**src/rtl/rstab_pkg.sv**
```systemverilog
package rstab_pkg;

  localparam int DEF_ENTRIES = 64;

  localparam int MODE_W = 3;
  localparam int ID_W   = 32;
  localparam int VAL_W  = 31;
  localparam int ST_W   = 2;
  localparam int SLOT_W = 6;

  // one table row: valid mark, id, value
  localparam int ROW_W = 1 + ID_W + VAL_W;

  localparam logic [MODE_W-1:0] MODE_CLEAR    = 3'd0;
  localparam logic [MODE_W-1:0] MODE_INSERT   = 3'd1;
  localparam logic [MODE_W-1:0] MODE_FIND_ID  = 3'd2;
  localparam logic [MODE_W-1:0] MODE_FIND_VAL = 3'd3;
  localparam logic [MODE_W-1:0] MODE_DELETE   = 3'd4;

  localparam logic [ST_W-1:0] ST_OK        = 2'd0;
  localparam logic [ST_W-1:0] ST_NOT_FOUND = 2'd1;
  localparam logic [ST_W-1:0] ST_FULL      = 2'd2;

  typedef enum logic [4:0] {
    S_INIT  = 5'b00001,
    S_IDLE  = 5'b00010,
    S_SCAN  = 5'b00100,
    S_CLEAR = 5'b01000,
    S_RESP  = 5'b10000
  } state_t;

endpackage

```
**src/rtl/record_slot_table.sv**
```systemverilog
// Record slot table: ENTRIES slots, each with a valid mark, a 32-bit id and a
// 31-bit value, kept in one single-port-write, single-port-read memory.
// Input channel (in_valid/in_ready) carries one request: mode, key_id,
// data_value. Result channel (out_valid/out_ready) returns exactly one result
// per request: status, slot_index, entry_id, entry_value.
// Modes: clear all, insert into the lowest empty slot, find by id, find by
// value, delete by id. Unknown modes answer not found.
// Timing: one memory row is examined per cycle by the id or value compare,
// pipelined behind the registered memory read. Insert stops at the first
// empty slot and find at the first match; a miss, a full table and a delete
// scan every row. One request is worked at a time; in_ready is high only
// when idle.
// The result sits in an output register, so a new request may be accepted
// while the receiver stalls; that request finishes its scan and then waits
// in the response state until the output register frees up.
// Reset: rst_n (synchronous, active low) zeroes the id counter and starts a
// clearing pass that writes every row empty, one row per cycle. in_ready
// stays low until that pass is done.
module record_slot_table #(
  parameter int ENTRIES = rstab_pkg::DEF_ENTRIES
) (
  input  logic                         clk,
  input  logic                         rst_n,
  input  logic                         in_valid,
  output logic                         in_ready,
  input  logic [rstab_pkg::MODE_W-1:0] in_mode,
  input  logic [rstab_pkg::ID_W-1:0]   in_key_id,
  input  logic [rstab_pkg::VAL_W-1:0]  in_data_value,
  output logic                         out_valid,
  input  logic                         out_ready,
  output logic [rstab_pkg::ST_W-1:0]   out_status,
  output logic [rstab_pkg::SLOT_W-1:0] out_slot_index,
  output logic [rstab_pkg::ID_W-1:0]   out_entry_id,
  output logic [rstab_pkg::VAL_W-1:0]  out_entry_value
);
  import rstab_pkg::*;

  localparam int AW = (ENTRIES > 1) ? $clog2(ENTRIES) : 1;
  localparam int CW = $clog2(ENTRIES + 1);
  localparam logic [CW-1:0] CNT_END  = CW'(ENTRIES);
  localparam logic [CW-1:0] CNT_LAST = CW'(ENTRIES - 1);

  // row storage
  logic [ROW_W-1:0] mem_r [ENTRIES];
  logic [ROW_W-1:0] rd_data_r;
  logic             mem_we;
  logic [AW-1:0]    mem_waddr;
  logic [ROW_W-1:0] mem_wdata;
  logic             mem_re;
  logic [AW-1:0]    mem_raddr;

  // sequencer
  state_t           state_r, state_nxt;
  logic [CW-1:0]    issue_r, issue_nxt;
  logic             pend_r, pend_nxt;
  logic [AW-1:0]    pend_idx_r, pend_idx_nxt;
  logic [ID_W-1:0]  cnt_r, cnt_nxt;

  // latched request
  logic [MODE_W-1:0] mode_r, mode_nxt;
  logic [ID_W-1:0]   key_r, key_nxt;
  logic [VAL_W-1:0]  val_r, val_nxt;

  // pending result
  logic [ST_W-1:0]   res_status_r, res_status_nxt;
  logic [SLOT_W-1:0] res_slot_r, res_slot_nxt;
  logic [ID_W-1:0]   res_id_r, res_id_nxt;
  logic [VAL_W-1:0]  res_val_r, res_val_nxt;

  // output register
  logic              out_valid_r, out_valid_nxt;
  logic [ST_W-1:0]   out_status_r, out_status_nxt;
  logic [SLOT_W-1:0] out_slot_r, out_slot_nxt;
  logic [ID_W-1:0]   out_id_r, out_id_nxt;
  logic [VAL_W-1:0]  out_val_r, out_val_nxt;

  // fields of the row that came back from the read issued last cycle
  logic             row_vld;
  logic [ID_W-1:0]  row_id;
  logic [VAL_W-1:0] row_val;
  logic [ID_W-1:0]  cnt_inc;

  assign row_vld = rd_data_r[ROW_W-1];
  assign row_id  = rd_data_r[ROW_W-2 -: ID_W];
  assign row_val = rd_data_r[VAL_W-1:0];
  assign cnt_inc = cnt_r + 32'd1;

  always_ff @(posedge clk) begin
    if (mem_we) begin
      mem_r[mem_waddr] <= mem_wdata;
    end
    if (mem_re) begin
      rd_data_r <= mem_r[mem_raddr];
    end
  end

  always_comb begin
    state_nxt      = state_r;
    issue_nxt      = issue_r;
    pend_nxt       = pend_r;
    pend_idx_nxt   = pend_idx_r;
    cnt_nxt        = cnt_r;
    mode_nxt       = mode_r;
    key_nxt        = key_r;
    val_nxt        = val_r;
    res_status_nxt = res_status_r;
    res_slot_nxt   = res_slot_r;
    res_id_nxt     = res_id_r;
    res_val_nxt    = res_val_r;
    out_status_nxt = out_status_r;
    out_slot_nxt   = out_slot_r;
    out_id_nxt     = out_id_r;
    out_val_nxt    = out_val_r;
    out_valid_nxt  = out_valid_r && !out_ready;
    mem_we         = 1'b0;
    mem_waddr      = issue_r[AW-1:0];
    mem_wdata      = '0;
    mem_re         = 1'b0;
    mem_raddr      = issue_r[AW-1:0];
    in_ready       = 1'b0;

    case (state_r)
      S_INIT, S_CLEAR: begin
        // sweep every row empty
        mem_we    = 1'b1;
        mem_waddr = issue_r[AW-1:0];
        mem_wdata = '0;
        issue_nxt = issue_r + 1'b1;
        if (issue_r == CNT_LAST) begin
          state_nxt = (state_r == S_CLEAR) ? S_RESP : S_IDLE;
        end
      end
      S_IDLE: begin
        in_ready = 1'b1;
        if (in_valid) begin
          mode_nxt       = in_mode;
          key_nxt        = in_key_id;
          val_nxt        = in_data_value;
          issue_nxt      = '0;
          pend_nxt       = 1'b0;
          res_status_nxt = ST_OK;
          res_slot_nxt   = '0;
          res_id_nxt     = '0;
          res_val_nxt    = '0;
          if (in_mode == MODE_CLEAR) begin
            state_nxt = S_CLEAR;
          end else if (in_mode == MODE_INSERT || in_mode == MODE_FIND_ID ||
                       in_mode == MODE_FIND_VAL || in_mode == MODE_DELETE) begin
            state_nxt = S_SCAN;
          end else begin
            res_status_nxt = ST_NOT_FOUND;
            state_nxt      = S_RESP;
          end
        end
      end
      S_SCAN: begin
        // issue the next read
        if (issue_r != CNT_END) begin
          mem_re       = 1'b1;
          mem_raddr    = issue_r[AW-1:0];
          pend_nxt     = 1'b1;
          pend_idx_nxt = issue_r[AW-1:0];
          issue_nxt    = issue_r + 1'b1;
        end else begin
          pend_nxt = 1'b0;
        end
        // examine the row read last cycle
        if (pend_r) begin
          case (mode_r)
            MODE_INSERT: begin
              if (!row_vld) begin
                mem_we         = 1'b1;
                mem_waddr      = pend_idx_r;
                mem_wdata      = {1'b1, cnt_inc, val_r};
                cnt_nxt        = cnt_inc;
                res_status_nxt = ST_OK;
                res_slot_nxt   = SLOT_W'(pend_idx_r);
                res_id_nxt     = cnt_inc;
                res_val_nxt    = val_r;
                pend_nxt       = 1'b0;
                state_nxt      = S_RESP;
              end
            end
            MODE_FIND_ID, MODE_FIND_VAL: begin
              if (row_vld && ((mode_r == MODE_FIND_ID) ? (row_id == key_r)
                                                       : (row_val == val_r))) begin
                res_status_nxt = ST_OK;
                res_slot_nxt   = SLOT_W'(pend_idx_r);
                res_id_nxt     = row_id;
                res_val_nxt    = row_val;
                pend_nxt       = 1'b0;
                state_nxt      = S_RESP;
              end
            end
            MODE_DELETE: begin
              if (row_vld && row_id == key_r) begin
                mem_we    = 1'b1;
                mem_waddr = pend_idx_r;
                mem_wdata = {1'b0, row_id, row_val};
              end
            end
            default: begin
            end
          endcase
        end else if (issue_r == CNT_END) begin
          // every row examined without a stop
          if (mode_r == MODE_INSERT) begin
            res_status_nxt = ST_FULL;
          end else if (mode_r == MODE_DELETE) begin
            res_status_nxt = ST_OK;
          end else begin
            res_status_nxt = ST_NOT_FOUND;
          end
          state_nxt = S_RESP;
        end
      end
      S_RESP: begin
        // hold until the output register frees up
        if (!out_valid_r || out_ready) begin
          out_valid_nxt  = 1'b1;
          out_status_nxt = res_status_r;
          out_slot_nxt   = res_slot_r;
          out_id_nxt     = res_id_r;
          out_val_nxt    = res_val_r;
          state_nxt      = S_IDLE;
        end
      end
      default: begin
        state_nxt = S_IDLE;
      end
    endcase
  end

  always_ff @(posedge clk) begin
    if (!rst_n) begin
      state_r     <= S_INIT;
      issue_r     <= '0;
      pend_r      <= 1'b0;
      cnt_r       <= '0;
      out_valid_r <= 1'b0;
    end else begin
      state_r     <= state_nxt;
      issue_r     <= issue_nxt;
      pend_r      <= pend_nxt;
      cnt_r       <= cnt_nxt;
      out_valid_r <= out_valid_nxt;
    end
  end

  always_ff @(posedge clk) begin
    pend_idx_r   <= pend_idx_nxt;
    mode_r       <= mode_nxt;
    key_r        <= key_nxt;
    val_r        <= val_nxt;
    res_status_r <= res_status_nxt;
    res_slot_r   <= res_slot_nxt;
    res_id_r     <= res_id_nxt;
    res_val_r    <= res_val_nxt;
    out_status_r <= out_status_nxt;
    out_slot_r   <= out_slot_nxt;
    out_id_r     <= out_id_nxt;
    out_val_r    <= out_val_nxt;
  end

  assign out_valid       = out_valid_r;
  assign out_status      = out_status_r;
  assign out_slot_index  = out_slot_r;
  assign out_entry_id    = out_id_r;
  assign out_entry_value = out_val_r;

  // a write during the scan must never land on the row being read
  a_no_rw_clash: assert property (@(posedge clk) disable iff (!rst_n)
    (mem_we && mem_re) |-> (mem_waddr != mem_raddr))
    else $error("write and read hit the same row");

  // the id counter only ever advances by one
  a_cnt_step: assert property (@(posedge clk) disable iff (!rst_n)
    ($past(rst_n) && (cnt_r != $past(cnt_r))) |-> (cnt_r == $past(cnt_r) + 32'd1))
    else $error("id counter jumped");

  // a waiting result is not dropped while the receiver stalls
  a_resp_hold: assert property (@(posedge clk) disable iff (!rst_n)
    (state_r == S_RESP && out_valid_r && !out_ready) |=> (state_r == S_RESP))
    else $error("result left response state under stall");

  // the scan counter never runs past the table
  a_issue_bound: assert property (@(posedge clk) disable iff (!rst_n)
    (state_r == S_SCAN) |-> (issue_r <= CNT_END))
    else $error("scan counter out of range");

endmodule
```
**config.mk**
```make
export PLATFORM = sky130hd
export DESIGN_NAME = record_slot_table
export DESIGN_NICKNAME = d
export VERILOG_FILES = /design/src/rtl/rstab_pkg.sv /design/src/rtl/record_slot_table.sv
export SDC_FILE = /design/constraint.sdc
export NUM_CORES = 2
export LEC_CHECK = 0
export BUFFER_PORTS_ARGS = -buffer_cell sky130_fd_sc_hd__buf_2
export CELL_PAD_IN_SITES_DETAIL_PLACEMENT = 1
export CELL_PAD_IN_SITES_GLOBAL_PLACEMENT = 2
export CORE_UTILIZATION = 40
export DETAILED_ROUTE_END_ITERATION = 10
export PLACE_DENSITY_LB_ADDON = 0.1
export SLEW_MARGIN = 20
export SYNTH_ARGS = -nofsm -noshare
export SYNTH_HDL_FRONTEND = slang
export SYNTH_SLANG_ARGS = --single-unit
```
**constraint.sdc**
```tcl
create_clock -name clk -period 17 [get_ports clk]
set_clock_uncertainty 0.1 [all_clocks]
set_input_delay 2.55 -clock clk [delete_from_list [all_inputs] [get_ports clk]]
set_output_delay 2.55 -clock clk [all_outputs]
set_load 0.01 [all_outputs]
```
==> impl_metrics.json <==
{
  "outcome": "completed",
  "end_kind": "flip-flop",
  "arrival_ps": 6750,
  "finalMaxSlewViolations": 0,
  "cts_hold_buf": 0,
  "drt-initial-drc-count": 10573,
  "initial_core_util_pct": 40.2,
  "postCtsResizedCells": 0,
  "min_path_cells": 0,
  "syn-num-nets": 7251,
  "finalSetupTns_ps": 0,
  "max-slew-margin-rel_pct": 12.6,
  "drt-total-wl_microns": 558000,
  "final_area_sq_um": 194000,
  "viasPerCell": 5.99,
  "synth_edf_count": 4374,
  "timing.final.crit_share_pct": 36.8,
  "ys_warn_count": 0,
  "max_clock_freq_mhz": 160,
  "grt_max_degree": 107,
  "grt_overflow": 0,
  "design.core.area_sq_um": 420000,
  "drc": 0,
  "hold_path.class": "flip-flop to flip-flop",
  "fp.dieW_microns": 652,
  "rr_startpoint": "rd_data_r[55]$_DFFE_PP_",
  "crit_type": "flip-flop to flip-flop",
  "antenna_found_initial": 63,
  "hp-start": "res_val_r[15]$_SDFFCE_PN0P_",
  "rows": 238,
  "r2r_slack_ps": 10750,
  "areaGrowthSynthToFinish_pct": 14.9,
  "p_per_area_nw_per_um2": 126,
  "ys_types": 63,
  "fin_util_pct": 46.2,
  "tightest_slew_ps": 1310,
  "die_y_microns": 652,
  "grt_pass1_vias": 84942,
  "min_to": "out_entry_value[15]$_DFFE_PP_",
  "post_drt_wl_per_cell_microns": 40.4,
  "whs_ps": 317,
  "clk_pin_slew_ps": 60,
  "ys_seq_area_share_pct": 78.3,
  "pin_count": 143,
  "port_buffers": 142,
  "cts_buffers": 469,
  "cts_root_buffer": "clkbuf_16",
  "ir_drop_mv": 0.0874,
  "gp_congestion": 0.799,
  "clock_latency_ps": 1030,
  "final_antenna_net_count": 0,
  "p_leak_nw": 51.9,
  "grt_util_all_layers_pct": 26.1,
  "drive_gt1_share_pct": 30.7,
  "layout.nets": 7788,
  "syn_area_per_cell_sq_um": 23.5,
  "async_reset_ff_share_pct": 0,
  "period_minus_slack_ps": 6250,
  "setup_viol": 0,
  "synth.ff_latch_count": 4420,
  "cts.path.max_buffers": 4,
  "dieArea_sq_um": 425000,
  "cp-start-kind": "flip-flop",
  "stdcell_count": 13831,
  "vias": 82783,
  "maxCapViolCount": 0,
  "syn_area_sq_um": 169000,
  "htree_levels": 5,
  "hold_viol": 0,
  "rr_worst_depth": 10,
  "ys.flop_type": "edfxtp_1",
  "crit_fanout": 39,
  "rsz0062_at_grt": "no",
  "clock_sinks": 4420,
  "placedInstanceArea_sq_um": 179000,
  "worstReg2RegEnd": "mem_r[18][49]$_DFFE_PP_",
  "post_cts_buffers": 0,
  "synthCells": 7178,
  "critPathRequiredTime_ps": 17500,
  "dp_cells": 12880,
  "dp_hpwl_microns": 328000,
  "grt_pass1_wl_microns": 755000,
  "cts_tree": "yes",
  "dr.pass1.iters": 6
}
[cells in the final DEF, fill, tap and decap left out, types with 79 or more instances in the layout]
cell type  count
nand2_1      177
edfxtp_1    4374
clkinv_1     121
diode_2       79
clkbuf_16    474
clkbuf_1     112
mux2i_1      123
buf_2        142
mux4_2      1236
buf_4        285
[Yosys cell counts, drive strengths merged (2+ instances only)]
library cell  count  area (sq um)
nand2b            5          31.3
mux4           1236         27800
o22a              5          43.8
and2             31           194
ha                3          37.5
mux2i           125          1250
nand4            24           150
nor2            138           521
a21boi           11          82.6
dfxtp            46           921
o21a              6          45.0
o211ai            2          15.0
buf             191           928
o22ai            33           206
and3             11          68.8
a211oi           43           323
nor4             21           144
and4              7          61.3
nand3            19          95.1
nor3             14          70.1
o221ai           36           315
a21oi            78           402
a22o             32           280
or3              11          68.8
nand2           183           687
nor2b            24           150
or4               5          41.3
a31oi            26           211
nor3b             2          15.0
xor2             59           517
inv              15          56.3
clkbuf          190           713
xnor2            65           569
o21ai            91           467
edfxtp         4374        131000
[layout make-up]
| class | instances | area (sq um) |
|---|---|---|
| inverter | 16 | 81.3 |
| tap | 5640 | 7060 |
| timing repair buffer | 447 | 3200 |
| fill | 37419 | 226000 |
| multi-input combinational | 2361 | 36200 |
| sequential | 4420 | 132000 |
| clock inverter | 278 | 2770 |
| clock buffer | 590 | 12300 |
| antenna | 79 | 198 |
[metrics by stage]
| stage | power (W) | setup WS (ps) |
|---|---|---|
| after floorplan | 0.0137 | 9820 |
| after global placement | 0.0145 | 10950 |
| after detailed placement | 0.0145 | 10790 |
| after CTS | 0.0247 | 10760 |
| after global routing | 0.0251 | 10660 |
| final | 0.0244 | 10750 |
[power breakdown]
| part | internal, W | switching [W] | leakage, nW | total (W) |
|---|---|---|---|---|
| clock network | 0.00587 | 0.00433 | 7.33 | 0.0102 |
| registers | 0.0119 | 0.0000501 | 34.8 | 0.0120 |
| logic | 0.000874 | 0.00136 | 9.72 | 0.00223 |
[worst max path at each step]
stage                       startpoint                         to  slack [ps]  cells after the start
2_1_floorplan  rd_data_r[59]$_DFFE_PP_  res_id_r[0]$_SDFFCE_PN0P_        9820                      6
3_3_place_gp   rd_data_r[55]$_DFFE_PP_    mem_r[18][59]$_DFFE_PP_       10950                     10
3_5_place_dp   rd_data_r[55]$_DFFE_PP_    mem_r[33][30]$_DFFE_PP_       10790                     10
4_1_cts        rd_data_r[55]$_DFFE_PP_     mem_r[33][5]$_DFFE_PP_       10760                     10
5_1_grt        rd_data_r[55]$_DFFE_PP_     mem_r[32][5]$_DFFE_PP_       10660                     10
6_report       rd_data_r[55]$_DFFE_PP_    mem_r[18][49]$_DFFE_PP_       10750                     10
[registers in the layout (all words and copies together), names as in the netlist, 32 cells and up]
name / cells
rd_data_r: 64
mem_r: 4096
res_id_r: 32
cnt_r: 32
key_r: 32
out_entry_id: 32
[kinds of logic (layout without fill, tap and decap cells)]
group | count (synthesis) | in the layout | synth area share [%]
xor gates and xnor gates | 124 | 124 | 0.643
DFF | 4420 | 4420 | 78.3
buffers and inverters | 397 | 1331 | 1.01
adders and majority gates | 3 | 3 | 0.0222
AOI/OAI and AO/OA | 374 | 374 | 1.48
and+or+nand+nor | 499 | 499 | 1.38
muxes | 1361 | 1361 | 17.2
other | 0 | 79 | 0
[worst max-delay path, stage by stage (launching register included)]
cell and delay (ps):
edfxtp_1 470, xor2_1 190, nor4_1 790, buf_4 260, nand2_1 130, or4_4 570, o21ai_4 610, a31oi_2 570
nor2_4 690, buf_4 440, buf_4 800
[per-layer routing]
layer  GRT usage, %  routed length [microns]  vias up
li1               -                        -    31945
met1           35.8                   228000    46871
met2           43.7                   277000     3228
met3           3.12                    32900      729
met5              0                       64        -
met4           8.80                    20200       10
No activity file was read; power rests on OpenSTA's default activity.
